**src/rtl/lbd_pkg.sv**
```systemverilog
// ============================================================================
// lbd_pkg: shared types and constants for the least-backlog disk dispatcher
// Holds the configuration register map, reset values and the field layout
// of the result beat.
// ============================================================================
package lbd_pkg;

    // Width of every time register (units of 0.1 ms).
    localparam int TIME_W    = 16;
    // Number of service time registers; disk i uses register i mod SVC_REGS.
    localparam int SVC_REGS  = 4;
    localparam int SVC_SEL_W = 2;

    // Configuration register indexes.
    localparam int CFG_IDX_W = 3;
    localparam logic [CFG_IDX_W-1:0] REG_TICK_TIME = 3'd0;
    localparam logic [CFG_IDX_W-1:0] REG_SVC_DISK0 = 3'd1;
    localparam logic [CFG_IDX_W-1:0] REG_SVC_DISK1 = 3'd2;
    localparam logic [CFG_IDX_W-1:0] REG_SVC_DISK2 = 3'd3;
    localparam logic [CFG_IDX_W-1:0] REG_SVC_DISK3 = 3'd4;

    // Register values after reset.
    localparam logic [TIME_W-1:0] TICK_TIME_RST = 16'd394;
    localparam logic [TIME_W-1:0] SVC_DISK0_RST = 16'd771;
    localparam logic [TIME_W-1:0] SVC_DISK1_RST = 16'd1238;
    localparam logic [TIME_W-1:0] SVC_DISK2_RST = 16'd804;
    localparam logic [TIME_W-1:0] SVC_DISK3_RST = 16'd2350;

    // Result field widths.
    localparam int CHOSEN_W = 2;
    localparam int BUSY_W   = 3;
    localparam int JOBS_W   = 32;

    // Stream data widths.
    localparam int IN_TDATA_W  = 8;
    localparam int OUT_TDATA_W = 48;
    localparam int OUT_FIELD_W = CHOSEN_W + BUSY_W + BUSY_W + JOBS_W + 1;

    // Configuration registers as seen by the datapath.
    typedef struct packed {
        logic [TIME_W-1:0]                tick_time;
        logic [SVC_REGS-1:0][TIME_W-1:0]  svc_time;
    } cfg_t;

    // One result beat; the last field declared, chosen_disk, sits in the lowest bits.
    typedef struct packed {
        logic              backlog_saturated;
        logic [JOBS_W-1:0] jobs_total;
        logic [BUSY_W-1:0] peak_busy;
        logic [BUSY_W-1:0] busy_disks;
        logic [CHOSEN_W-1:0] chosen_disk;
    } result_t;

endpackage

```
**src/rtl/lbd_cfg_regs.sv**
```systemverilog
// ============================================================================
// lbd_cfg_regs: configuration register file
// Holds the tick time and the four per-disk service times. Writes to an
// index outside the map are dropped.
// ============================================================================
module lbd_cfg_regs
    import lbd_pkg::*;
(
    input  logic                 clk,
    input  logic                 rst_n,
    input  logic                 wr_en,
    input  logic [CFG_IDX_W-1:0] wr_index,
    input  logic [TIME_W-1:0]    wr_data,
    output cfg_t                 cfg
);

    logic [TIME_W-1:0]               tick_time_reg;
    logic [SVC_REGS-1:0][TIME_W-1:0] svc_time_reg;

    // Register writes, decoded by index.
    always_ff @(posedge clk or negedge rst_n)
    begin
        if (!rst_n)
        begin
            tick_time_reg   <= TICK_TIME_RST;
            svc_time_reg[0] <= SVC_DISK0_RST;
            svc_time_reg[1] <= SVC_DISK1_RST;
            svc_time_reg[2] <= SVC_DISK2_RST;
            svc_time_reg[3] <= SVC_DISK3_RST;
        end
        else if (wr_en)
        begin
            unique case (wr_index)
                REG_TICK_TIME: tick_time_reg   <= wr_data;
                REG_SVC_DISK0: svc_time_reg[0] <= wr_data;
                REG_SVC_DISK1: svc_time_reg[1] <= wr_data;
                REG_SVC_DISK2: svc_time_reg[2] <= wr_data;
                REG_SVC_DISK3: svc_time_reg[3] <= wr_data;
                default:
                begin
                end
            endcase
        end
    end

    assign cfg.tick_time = tick_time_reg;
    assign cfg.svc_time  = svc_time_reg;

endmodule

```
**src/rtl/lbd_min_tree.sv**
```systemverilog
// ============================================================================
// lbd_min_tree: argmin over the disk backlogs
// A binary compare tree; the left operand wins ties so the lowest disk
// index is chosen among equal backlogs.
// ============================================================================
module lbd_min_tree
    import lbd_pkg::*;
#(
    parameter int NUM_DISKS    = 4,
    parameter int BACKLOG_BITS = 20,
    parameter int IDX_W        = (NUM_DISKS > 1) ? $clog2(NUM_DISKS) : 1
)
(
    input  logic [NUM_DISKS-1:0][BACKLOG_BITS-1:0] backlog,
    output logic [IDX_W-1:0]                       min_idx,
    output logic [BACKLOG_BITS-1:0]                min_val
);

    localparam int LEAVES = 1 << IDX_W;
    localparam int NODES  = 2 * LEAVES - 1;

    logic [BACKLOG_BITS-1:0] node_val [NODES];
    logic [IDX_W-1:0]        node_idx [NODES];

    // Leaves hold the backlogs; unused leaves sit to the right at full
    // scale so they never beat a real disk. Inner nodes keep the smaller
    // child, the left one on a tie.
    always_comb
    begin
        for (int j = 0; j < LEAVES; j++)
        begin
            node_val[LEAVES-1+j] = (j < NUM_DISKS) ? backlog[j] : '1;
            node_idx[LEAVES-1+j] = IDX_W'(j);
        end
        for (int k = LEAVES - 2; k >= 0; k--)
        begin
            if (node_val[2*k+2] < node_val[2*k+1])
            begin
                node_val[k] = node_val[2*k+2];
                node_idx[k] = node_idx[2*k+2];
            end
            else
            begin
                node_val[k] = node_val[2*k+1];
                node_idx[k] = node_idx[2*k+1];
            end
        end
    end

    assign min_idx = node_idx[0];
    assign min_val = node_val[0];

endmodule

```
**src/rtl/least_backlog_disk_dispatcher.sv**
```systemverilog
// ============================================================================
// least_backlog_disk_dispatcher: join-shortest-queue disk dispatcher
// Each input beat is one scheduler tick. All backlogs drain by the tick
// time; a dispatched job goes to the disk with the smallest backlog.
//
//   Channel    Direction  Fields (lowest bit first)
//   s_axis     in         tdata: dispatch, zero fill to 8 bits
//   m_axis     out        tdata: chosen_disk, busy_disks, peak_busy,
//                                jobs_total, backlog_saturated, zero fill
//   cfg        in         cfg_index selects a register, cfg_data is written
//
// One tick per cycle while m_axis is not stalled: an input register feeds
// the drain, argmin tree, saturating add and counters, which land in the
// result register.
// Reset clears all backlogs and counters and loads the default times.
// A stalled result beat holds its register; the input register keeps
// taking a new beat whenever the result register frees up that cycle.
// ============================================================================
module least_backlog_disk_dispatcher
    import lbd_pkg::*;
#(
    parameter int NUM_DISKS    = 4,
    parameter int BACKLOG_BITS = 20
)
(
    input  logic                   clk,
    input  logic                   rst_n,
    // Tick stream.
    input  logic                   s_axis_tvalid,
    output logic                   s_axis_tready,
    input  logic [IN_TDATA_W-1:0]  s_axis_tdata,   // [0] dispatch
    // Result stream.
    output logic                   m_axis_tvalid,
    input  logic                   m_axis_tready,
    // [1:0] chosen_disk, [4:2] busy_disks, [7:5] peak_busy,
    // [39:8] jobs_total, [40] backlog_saturated
    output logic [OUT_TDATA_W-1:0] m_axis_tdata,
    // Configuration writes.
    input  logic                   cfg_valid,
    output logic                   cfg_ready,
    input  logic [CFG_IDX_W-1:0]   cfg_index,
    input  logic [TIME_W-1:0]      cfg_data
);

    localparam int IDX_W = (NUM_DISKS > 1) ? $clog2(NUM_DISKS) : 1;
    localparam int CNT_W = $clog2(NUM_DISKS + 1);

    cfg_t cfg;

    logic in_valid_reg;
    logic in_dispatch_reg;
    logic out_valid_reg;
    result_t out_data_reg;
    logic advance;

    logic [NUM_DISKS-1:0][BACKLOG_BITS-1:0] backlog_reg;
    logic [NUM_DISKS-1:0][BACKLOG_BITS-1:0] backlog_next;
    logic [NUM_DISKS-1:0][BACKLOG_BITS-1:0] drained;
    logic [JOBS_W-1:0] jobs_reg;
    logic [JOBS_W-1:0] jobs_next;
    logic [BUSY_W-1:0] peak_reg;
    logic [BUSY_W-1:0] peak_next;

    logic [IDX_W-1:0]        pick;
    logic [BACKLOG_BITS-1:0] min_val;
    logic [IDX_W+1:0]        pick_ext;
    logic [BACKLOG_BITS:0]   sum;
    logic                    clipped;
    logic [BACKLOG_BITS-1:0] added;
    logic [CNT_W-1:0]        busy;
    logic [CNT_W+2:0]        busy_ext;
    logic [BUSY_W-1:0]       busy3;
    result_t                 result;

    // Configuration registers.
    assign cfg_ready = 1'b1;

    lbd_cfg_regs u_cfg_regs (
        .clk      (clk),
        .rst_n    (rst_n),
        .wr_en    (cfg_valid & cfg_ready),
        .wr_index (cfg_index),
        .wr_data  (cfg_data),
        .cfg      (cfg)
    );

    // Handshake: a tick moves on when the result register is free or drains.
    assign advance       = in_valid_reg && (!out_valid_reg || m_axis_tready);
    assign s_axis_tready = !in_valid_reg || advance;

    always_ff @(posedge clk or negedge rst_n)
    begin
        if (!rst_n)
        begin
            in_valid_reg <= 1'b0;
        end
        else if (s_axis_tready)
        begin
            in_valid_reg <= s_axis_tvalid;
        end
    end

    always_ff @(posedge clk)
    begin
        if (s_axis_tvalid && s_axis_tready)
        begin
            in_dispatch_reg <= s_axis_tdata[0];
        end
    end

    // Drain every backlog by the tick time, flooring at zero.
    always_comb
    begin
        for (int i = 0; i < NUM_DISKS; i++)
        begin
            if (backlog_reg[i] <= BACKLOG_BITS'(cfg.tick_time))
            begin
                drained[i] = '0;
            end
            else
            begin
                drained[i] = backlog_reg[i] - BACKLOG_BITS'(cfg.tick_time);
            end
        end
    end

    // Least drained backlog, lowest index on a tie.
    lbd_min_tree #(
        .NUM_DISKS    (NUM_DISKS),
        .BACKLOG_BITS (BACKLOG_BITS),
        .IDX_W        (IDX_W)
    ) u_min_tree (
        .backlog (drained),
        .min_idx (pick),
        .min_val (min_val)
    );

    // Add the chosen disk's service time, saturating at full scale.
    assign pick_ext = {2'b00, pick};
    assign sum      = {1'b0, min_val}
                    + (BACKLOG_BITS + 1)'(cfg.svc_time[pick_ext[SVC_SEL_W-1:0]]);
    assign clipped  = sum[BACKLOG_BITS];
    assign added    = clipped ? '1 : sum[BACKLOG_BITS-1:0];

    // Next backlogs and busy disk count.
    always_comb
    begin
        busy = '0;
        for (int i = 0; i < NUM_DISKS; i++)
        begin
            if (in_dispatch_reg && (pick == IDX_W'(i)))
            begin
                backlog_next[i] = added;
            end
            else
            begin
                backlog_next[i] = drained[i];
            end
            if (backlog_next[i] != '0)
            begin
                busy = busy + CNT_W'(1);
            end
        end
    end

    assign busy_ext  = {3'b000, busy};
    assign busy3     = busy_ext[BUSY_W-1:0];
    assign peak_next = (busy3 > peak_reg) ? busy3 : peak_reg;
    assign jobs_next = (in_dispatch_reg && (jobs_reg != '1)) ? jobs_reg + JOBS_W'(1)
                                                             : jobs_reg;

    // Assemble the result beat.
    always_comb
    begin
        result.chosen_disk       = in_dispatch_reg ? pick_ext[CHOSEN_W-1:0] : '0;
        result.busy_disks        = busy3;
        result.peak_busy         = peak_next;
        result.jobs_total        = jobs_next;
        result.backlog_saturated = in_dispatch_reg & clipped;
    end

    // Dispatcher state, updated once per tick.
    always_ff @(posedge clk or negedge rst_n)
    begin
        if (!rst_n)
        begin
            backlog_reg <= '0;
            jobs_reg    <= '0;
            peak_reg    <= '0;
        end
        else if (advance)
        begin
            backlog_reg <= backlog_next;
            jobs_reg    <= jobs_next;
            peak_reg    <= peak_next;
        end
    end

    // Result register.
    always_ff @(posedge clk or negedge rst_n)
    begin
        if (!rst_n)
        begin
            out_valid_reg <= 1'b0;
        end
        else if (advance)
        begin
            out_valid_reg <= 1'b1;
        end
        else if (m_axis_tready)
        begin
            out_valid_reg <= 1'b0;
        end
    end

    always_ff @(posedge clk)
    begin
        if (advance)
        begin
            out_data_reg <= result;
        end
    end

    assign m_axis_tvalid = out_valid_reg;
    assign m_axis_tdata  = {(OUT_TDATA_W - OUT_FIELD_W)'(0), out_data_reg};

endmodule
```
**config.mk**
```make
export PLATFORM = sky130hd
export DESIGN_NAME = least_backlog_disk_dispatcher
export DESIGN_NICKNAME = d
export VERILOG_FILES = /design/src/rtl/lbd_pkg.sv /design/src/rtl/lbd_cfg_regs.sv /design/src/rtl/lbd_min_tree.sv /design/src/rtl/least_backlog_disk_dispatcher.sv
export SDC_FILE = /design/constraint.sdc
export NUM_CORES = 1
export LEC_CHECK = 0
export BUFFER_PORTS_ARGS = -buffer_cell sky130_fd_sc_hd__buf_2
export CORE_AREA = 3 3 233 212
export DETAILED_ROUTE_END_ITERATION = 10
export DIE_AREA = 0 0 236 215
export HOLD_SLACK_MARGIN = 0.03
export PLACE_DENSITY_LB_ADDON = 0.08
export SLEW_MARGIN = 30
export SYNTH_ARGS = -nofsm -noshare
export SYNTH_HDL_FRONTEND = slang
export SYNTH_SLANG_ARGS = --single-unit
export TNS_END_PERCENT = 50
```
**constraint.sdc**
```tcl
create_clock -name clk -period 20.7 [get_ports clk]
set_input_delay 4.14 -clock clk [delete_from_list [all_inputs] [get_ports clk]]
set_output_delay 4.14 -clock clk [all_outputs]
set_load 0.02 [all_outputs]
```
==> flow_metrics.tcl, run 1 <==
set metrics [dict create \
    status "complete, no violations" \
    dpl_worst_slack_ns 3.557 \
    cts_tree "yes" \
    clkTransAtPathRegs_ns 0.07 \
    worstPathArrival_ns 17.85 \
    dp.cells 2826 \
    finalWirelength_um 65530 \
    cp-endpoint "peak_reg[1]$_DFFE_PN0P_" \
    worstSetupStartpoint "u_cfg_regs.tick_time_reg[1]$_DFFE_PN1P_" \
    drive_gt1_frac 0.1404 \
    crit_path_end_kind "flop" \
    layout_min_cycle_time_ns 17.38 \
    tightest_slew_ns 1.026 \
    avgViaCountPerCell 5.743 \
    syn_area_per_cell_um2 8.499 \
    synth.yosys.warnings 0 \
    start_kind "flop" \
    n_fill_cell 4657 \
    place.gp.congestion 0.9779 \
    r2r_cells 67 \
    fin_crit_sh 0.8394 \
    n_antenna_cell 0 \
    largest_reg_flops 80 \
    critical-path-max-stage-delay_ns 0.61 \
    ys_ff_latch 239 \
    hold_class "reg2reg" \
    fin_setup_tns_ns 0 \
    grt.overflow.total 0 \
    synth-edff-count 42 \
    cts_buffers 29 \
    fin_skew_ns 0.02063 \
    synth_cell_type_count 95 \
    synth-async-reset-ratio 0.8243 \
    wire_per_inst_um 22.75 \
    start_util 0.3997 \
    fin_ws_ns 3.325 \
    yosys.area.top_type_share 0.2313 \
    die_y_um 215 \
    setup_viol 0 \
    first_pass_iters 5 \
    grt_setup_unrepaired "no" \
    grt_pass1_vias 15730 \
    grt_pass1_wl_um 99070 \
    cts_setup_buffers 0 \
    critical_path_class "reg2reg" \
    clock_path_buffers 3 \
    worstReg2RegEnd "peak_reg[1]$_DFFE_PN0P_" \
    coreArea_um2 46830 \
    drc_errors 0 \
    h-tree-depth 1 \
    rows 75 \
    dieArea_um2 50740 \
    ys_seq_area_frac 0.3324 \
    maxSlewHeadroom 0.3137 \
    worstPathMaxFanout 55 \
    fmax_mhz 57.55 \
    whs_ns 0.4686 \
    cts-root-buf "clkbuf_16" \
    synth_top_cell_by_area "dfrtp_1" \
    syn_area_um2 18720 \
    clk_latency_ns 0.59 \
    antenna_found_initial 3 \
    vias 16550 \
    reg2reg_slack_ns 3.32 \
    synth_flop_cell "dfrtp_1" \
    reg2reg_from "u_cfg_regs.tick_time_reg[1]$_DFFE_PN1P_" \
    grt_usage 0.2529 \
    clock-sinks 239 \
    synthToLayoutAreaGrowth_pct 10.97 \
    finalHoldViolCount 0 \
    io_pins 83 \
    die_w_um 236 \
    final_cells 2881 \
    drv_slew 0 \
    grt_max_degree 86 \
    crit_path_frequent_cell "o21ai_0" \
    slowest_stage "fa_1" \
    ys_top_cells_by_area "dfrtp_1, ha_1, edfxtp_1" \
    cp.required_ns 21.17 \
    post-dp-hpwl_um 48110 \
    final_nets 2420 \
    maxCapViolations 0 \
    io_buffers 67 \
    hold_buffers 0 \
    ant_nets 0 \
    post_cts_resized 0 \
    drtIter0Drc 1349 \
    synth_cells 2202 \
]
[critical path, delay by kind of cell, from the launching register on]
| family | cells | cell delay [ns] |
|---|---|---|
| AO/OA/AOI/OAI | 34 | 7.86 |
| flip-flops | 1 | 0.51 |
| AND/OR/NAND/NOR | 16 | 3.98 |
| multiplexers | 2 | 0.40 |
| adder cells (fa/ha/maj) | 8 | 2.71 |
| buffers and inverters | 7 | 1.72 |
[worst min-delay path by stage]
stage | cells past startpoint | end | slack (ns) | from
3_5_place_dp | 2 | backlog_reg[65]$_DFFE_PN0P_ | 0.46 | backlog_reg[65]$_DFFE_PN0P_
2_1_floorplan | 2 | backlog_reg[15]$_DFFE_PN0P_ | 0.44 | backlog_reg[15]$_DFFE_PN0P_
4_1_cts | 2 | backlog_reg[65]$_DFFE_PN0P_ | 0.47 | backlog_reg[65]$_DFFE_PN0P_
3_3_place_gp | 2 | backlog_reg[65]$_DFFE_PN0P_ | 0.46 | backlog_reg[65]$_DFFE_PN0P_
6_report | 2 | backlog_reg[65]$_DFFE_PN0P_ | 0.47 | backlog_reg[65]$_DFFE_PN0P_
5_1_grt | 2 | backlog_reg[15]$_DFFE_PN0P_ | 0.50 | backlog_reg[15]$_DFFE_PN0P_
[logic make-up after synthesis]
family                   count (synthesis)  share of synthesized area
AND/OR/NAND/NOR                        838                     0.2055
AO/OA/AOI/OAI                          539                     0.1832
flip-flops                             239                     0.3324
buffers and inverters                  170                    0.03750
multiplexers                           147                    0.08477
adder cells (fa/ha/maj)                146                    0.09961
XOR/XNOR                               121                    0.05662
other                                    2                  0.0004013
[placed cells by master, fill, tap and decap left out, drive strengths merged, types with 44 or more instances in the layout]
| master | instances |
|---|---|
| nand4 | 45 |
| ha | 141 |
| a21o | 44 |
| o21ai | 154 |
| buf | 96 |
| nand2 | 300 |
| dfrtp | 173 |
| nor2 | 269 |
| mux2 | 92 |
| inv | 79 |
| mux2i | 55 |
| a21oi | 174 |
| xnor2 | 79 |
[per-layer routing]
metal  routed length (um)  track usage
met1                30950       0.3689
met2                27960       0.3825
met3                 4377      0.04538
met4                 2241      0.07279
met5                    0            0
[synth_stat cells (5+ instances only)]
cell,instances
o21bai_1,10
clkbuf_1,51
and4_1,6
a211o_1,5
xor2_1,42
buf_2,11
nor3_1,33
buf_4,8
nor3b_1,8
o21ai_1,7
dfstp_2,24
a21o_1,44
mux2_2,92
a21oi_1,171
or2_2,16
nand2b_1,23
dfrtp_1,173
xnor2_1,79
inv_1,73
a31oi_1,15
o211ai_1,18
ha_1,141
o21a_1,25
a2111oi_0,7
nand4_1,45
a211oi_1,20
nand2_1,298
buf_1,21
o31a_1,10
o31ai_1,6
fa_1,5
nor2b_1,17
edfxtp_1,42
and3_1,11
nor2_1,267
mux2i_1,55
o21ai_0,147
nor4_1,20
or4_1,6
and2_1,19
nand3_1,40
[cell type report]
cell class	instances	area (um^2)	share of cell area
Multi-Input combinational cell	1799	11850	0.5708
Sequential cell	239	6221	0.2995
Clock buffer	38	840.8	0.04048
Tap cell	616	770.7	0.03711
Timing Repair Buffer	97	593.1	0.02856
Inverter	76	285.3	0.01374
Clock inverter	16	203.9	0.009820
[stage by stage]
step / area (um^2) / util
floorplan: 18740 / -
global placement: 19680 / 0.4203
detailed placement: 19680 / 0.4203
CTS: 20730 / 0.4426
global route: 20770 / 0.4435
finish: 20770 / 0.4435
Power of run 1 is left out: the tool's default activity adds up to more than one toggle a clock period on the data nets, which glitch-free logic cannot reach.
==> run 2: changes to the inputs <==
ABC_AREA = 1   (was unset)
CORE_AREA = 3 3 227 207   (was 3 3 233 212)
DIE_AREA = 0 0 230 210   (was 0 0 236 215)
clock period = 15 ns   (was 20.7 ns; I/O delays follow)
==> flow_metrics.tcl, run 2 <==
set metrics [dict create \
    synthAdderAreaFrac 0.1045 \
    syn_area_per_cell_um2 7.225 \
    grt_pass1_wl_um 91700 \
    largest_reg_flops 80 \
    start_util 0.3965 \
    reg2reg_slack_ns 0.94 \
    fin_skew_ns 0.03722 \
    synth-edff-count 42 \
    grt_max_degree 106 \
    syn_area_um2 17840 \
    fin_setup_tns_ns 0 \
    layout_min_cycle_time_ns 14.06 \
    synth_xor_area_frac 0.03044 \
    synth_cell_type_count 57 \
    final_nets 2756 \
    ant_nets 0 \
    worstPathMaxFanout 13 \
    yosysMostFrequentCell "nand2_1" \
    die_y_um 210 \
    maxSlewHeadroom 0.3982 \
    first_pass_iters 5 \
    clock_path_buffers 3 \
    clock-sinks 239 \
    synth_compound_area_frac 0.1591 \
    drtIter0Drc 1284 \
    h-tree-depth 1 \
    ys_ff_latch 239 \
    synth_common_cells "nand2_1, o21ai_0, inv_1, dfrtp_1, ha_1" \
    cts_buffers 30 \
    fmax_mhz 71.14 \
    final_common_cell "nand2_1" \
    wire_per_inst_um 18.60 \
    fin_crit_sh 0.9372 \
    grt_usage 0.2451 \
    crit_buf_inv 12 \
    grt_setup_unrepaired "no" \
    rows 74 \
    clkTransAtPathRegs_ns 0.06 \
    maxCapViolations 0 \
    finalHoldViolCount 0 \
    fin_ws_ns 0.9424 \
    dpl_worst_slack_ns 0.7224 \
    setup_viol 0 \
    hold_class "reg2reg" \
    ys_seq_area_frac 0.3487 \
    antenna_found_initial 1 \
    cts-root-buf "clkbuf_16" \
    post-route-util 0.4507 \
    synth_cells 2469 \
    vias 16790 \
    drive_gt1_frac 0.1331 \
    yosys.area_share.simple 0.2796 \
    place.gp.congestion 0.9890 \
    met2_length_um 25550 \
    synth-async-reset-ratio 0.8243 \
    worstPathArrival_ns 14.40 \
    cp.required_ns 15.34 \
    tightest_slew_ns 0.8996 \
    ys_top_cells_by_area "dfrtp_1, nand2_1, ha_1" \
    crit_path_end_kind "flop" \
    layout_common_cells "nand2_1, o21ai_0, inv_1" \
    synth_top_cell_by_area "dfrtp_1" \
    hold_buffers 0 \
    io_buffers 67 \
    yosys.area.top_type_share 0.2427 \
    critical_path_class "reg2reg" \
    crit_family "simple AND/OR/NAND/NOR gates" \
    synthToLayoutAreaGrowth_pct 13.68 \
    grt.overflow.total 0 \
    drc_errors 0 \
    synth_top_family_by_area "simple AND/OR/NAND/NOR gates" \
    io_pins 83 \
    top_layer_used "met5" \
    cts_tree "yes" \
    dieArea_um2 48300 \
    crit_path_frequent_cell "nand2_1" \
    grt_pass1_vias 15660 \
    avgViaCountPerCell 5.230 \
    critical-path-max-stage-delay_ns 0.52 \
    finalWirelength_um 59700 \
    synth.yosys.warnings 0 \
    drv_slew 0 \
    status "complete, no violations" \
    synth_flop_cell "dfrtp_1" \
    dr_wl_met3_um 4310 \
    drt-met1-wl_um 27790 \
    post-dp-hpwl_um 45370 \
    synth_mux_area_frac 0 \
    slowest_stage "dfstp_2" \
    start_kind "flop" \
    clk_latency_ns 0.59 \
    die_w_um 230 \
    coreArea_um2 45000 \
]
## run 2: final timing paths
path	cells past startpoint	from	end
setup / recovery	83	u_cfg_regs.tick_time_reg[3]$_DFFE_PN1P_	m_axis_tdata[5]$_DFFE_PP_
hold / removal	2	peak_reg[1]$_DFFE_PN0P_	peak_reg[1]$_DFFE_PN0P_
setup reg to reg	83	u_cfg_regs.tick_time_reg[3]$_DFFE_PN1P_	m_axis_tdata[5]$_DFFE_PP_
hold reg to reg	2	peak_reg[1]$_DFFE_PN0P_	peak_reg[1]$_DFFE_PN0P_
max in group asynchronous	2	rst_n	jobs_reg[1]$_DFFE_PN0P_
min in group asynchronous	1	rst_n	backlog_reg[5]$_DFFE_PN0P_
## run 2: logic make-up (layout without fill, tap and decap cells)
logic type	count (synthesis)	in the layout
xor gates and xnor gates	62	62
DFF	239	239
buffers and inverters	340	465
adders and majority gates	146	146
and+or+nand+nor	1142	1142
AOI/OAI and AO/OA	538	538
other	2	10
## run 2: tightest hold or removal path, cell delays in order (launching register included)
cell,delay [ns]
dfrtp_1,0.34
nand2_1,0.05
nand2_1,0.06
## run 2: what timing repair did
item / 4_1_cts / 5_1_grt
resized for setup: 0 / 17
buffers inserted: 0 / 3
endpoints found under the setup margin: 0 / 6
## run 2: layout make-up
| cell class | instances | area (um^2) |
|---|---|---|
| clock buffers | 43 | 872.1 |
| flip-flops and latches | 239 | 6221 |
| inverters | 252 | 963.4 |
| clock inverters | 11 | 88.84 |
| repair buffers | 158 | 1067 |
| multi-input cells | 1896 | 10290 |
| fillers | 4669 | 24720 |
| well taps | 608 | 760.7 |
| diodes | 2 | 5.005 |
| repair inverters | 1 | 7.507 |
## run 2: routing by layer
layer | up-vias | track usage
met1 | 7803 | 0.3534
met5 | - | 0
li1 | 8395 | -
met2 | 497 | 0.3717
met3 | 90 | 0.04514
met4 | 2 | 0.08190
## run 2: through the flow
stage               instance area [um^2]  instances  hold WS, ns
floorplan                          17860       2475       0.4479
finish                             20280       3210       0.4794
global placement                   19200       3149       0.4620
detailed placement                 19230       3150       0.4691
CTS                                20200       3204       0.4838
global route                       20280       3208       0.5028
Power of run 2 is left out for the same reason.
==> run 3: changes to the inputs <==
CORE_AREA = 2 2 226 206   (was 3 3 227 207)
DIE_AREA = 0 0 228 208   (was 0 0 230 210)
HOLD_SLACK_MARGIN = unset   (was 0.03)
REMOVE_ABC_BUFFERS = 1   (was unset)
==> flow_metrics.tcl, run 3 (same netlist as run 2, synthesis figures left out) <==
set metrics [dict create \
    grt_pass1_vias 15540 \
    start_util 0.3965 \
    clock-sinks 239 \
    cts-root-buf "clkbuf_16" \
    grt.overflow.total 0 \
    clk_latency_ns 0.60 \
    slowest_stage "dfstp_2" \
    worstPathMaxFanout 28 \
    grt_usage 0.2503 \
    critical_path_class "reg2reg" \
    crit_path_end_kind "flop" \
    grt_setup_unrepaired "no" \
    synthToLayoutAreaGrowth_pct 12.01 \
    dieArea_um2 47420 \
    worstSetupStartpoint "u_cfg_regs.tick_time_reg[3]$_DFFE_PN1P_" \
    fmax_mhz 71.92 \
    rows 74 \
    reg2reg_from "u_cfg_regs.tick_time_reg[3]$_DFFE_PN1P_" \
    h-tree-depth 1 \
    largest_reg_flops 80 \
    setup_viol 0 \
    drv_slew 0 \
    wire_per_inst_um 18.74 \
    finalHoldViolCount 0 \
    clock_path_buffers 3 \
    cp.required_ns 15.35 \
    post-dp-hpwl_um 44530 \
    drive_gt1_frac 0.1250 \
    ant_nets 0 \
    status "complete, no violations" \
    place.gp.congestion 0.9413 \
    antenna_found_initial 1 \
    worstHoldStart "u_cfg_regs.cfg[42]$_DFFE_PN0P_" \
    maxCapViolations 0 \
    io_pins 83 \
    crit_path_frequent_cell "nand2_1" \
    final_nets 2714 \
    cts_tree "yes" \
    finalWirelength_um 59370 \
    critical-path-max-stage-delay_ns 0.53 \
    first_pass_iters 6 \
    hold_class "reg2reg" \
    maxSlewHeadroom 0.2788 \
    start_kind "flop" \
    final_common_cell "nand2_1" \
    vias 16400 \
    drtIter0Drc 1392 \
    fin_crit_sh 0.9270 \
    avgViaCountPerCell 5.176 \
    cts_buffers 30 \
    fin_setup_tns_ns 0 \
    grt_pass1_wl_um 91810 \
    fin_skew_ns 0.03456 \
    drc_errors 0 \
    n_antenna_cell 0 \
    n_fill_cell 4752 \
    io_buffers 67 \
    die_y_um 208 \
    clkTransAtPathRegs_ns 0.06 \
    die_w_um 228 \
    layout_min_cycle_time_ns 13.90 \
    worstPathArrival_ns 14.26 \
    tightest_slew_ns 1.074 \
    grt_max_degree 92 \
    layout_common_cells "nand2_1, o21ai_0, inv_1" \
    coreArea_um2 45000 \
]
## run 3: final cells by class
class                      instances  area (um^2)  area share
clock inverter                    15        115.1    0.005760
tap                              608        760.7     0.03807
clock buffer                      41        853.3     0.04270
sequential                       239         6221      0.3113
multi-input combinational       1896        10330      0.5168
inverter                         252        960.9     0.04809
timing repair buffer             116        737.0     0.03688
timing repair inverter             1        7.507   0.0003757
## run 3: timing repair
| action | CTS | global route |
|---|---|---|
| buffers inserted | 0 | 3 |
| endpoints found under the setup margin | 0 | 8 |
| hold buffers | 0 | 0 |
| resized for setup | 0 | 35 |
## run 3: metal layers
layer | up-vias | wire (um) | track usage
met2 | 434 | 25020 | 0.3768
met3 | 107 | 4188 | 0.04592
li1 | 8300 | - | -
met5 | - | 0 | 0
met4 | 0 | 2495 | 0.09579
met1 | 7557 | 27660 | 0.3560
## run 3: worst paths after layout
| kind | end | slack [ns] | cells past startpoint |
|---|---|---|---|
| max in group asynchronous | backlog_reg[53]$_DFFE_PN0P_ | 10.92 | 3 |
| worst max register to register | m_axis_tdata[5]$_DFFE_PP_ | 1.10 | 81 |
| worst min-delay path | u_cfg_regs.cfg[42]$_DFFE_PN0P_ | 0.48 | 2 |
| min in group asynchronous | backlog_reg[5]$_DFFE_PN0P_ | 2.34 | 1 |
| worst min register to register | u_cfg_regs.cfg[42]$_DFFE_PN0P_ | 0.48 | 2 |
| worst max-delay path | m_axis_tdata[5]$_DFFE_PP_ | 1.10 | 81 |
## run 3: worst max-delay path, delay by kind of cell, from the launching register on
family,cells,cell delay (ns)
adder cells (fa/ha/maj),7,2.26
flip-flops,1,0.53
AO/OA/AOI/OAI,20,3.76
XOR/XNOR,1,0.14
buffers and inverters,10,1.42
AND/OR/NAND/NOR,43,5.55
## run 3: through the flow
stage	cells	util	setup slack (ns)	hold WS, ns	cell area (um^2)
after CTS	3164	0.4416	0.09683	0.4833	19870
final	3168	0.4441	1.096	0.4790	19980
after floorplan	2387	-	2.252	0.4479	17440
after global routing	3168	0.4441	0.03354	0.4954	19980
after detailed placement	3108	0.4201	0.1007	0.4678	18900
after global placement	3108	0.4199	0.3104	0.4609	18900
Power of run 3 is left out for the same reason.
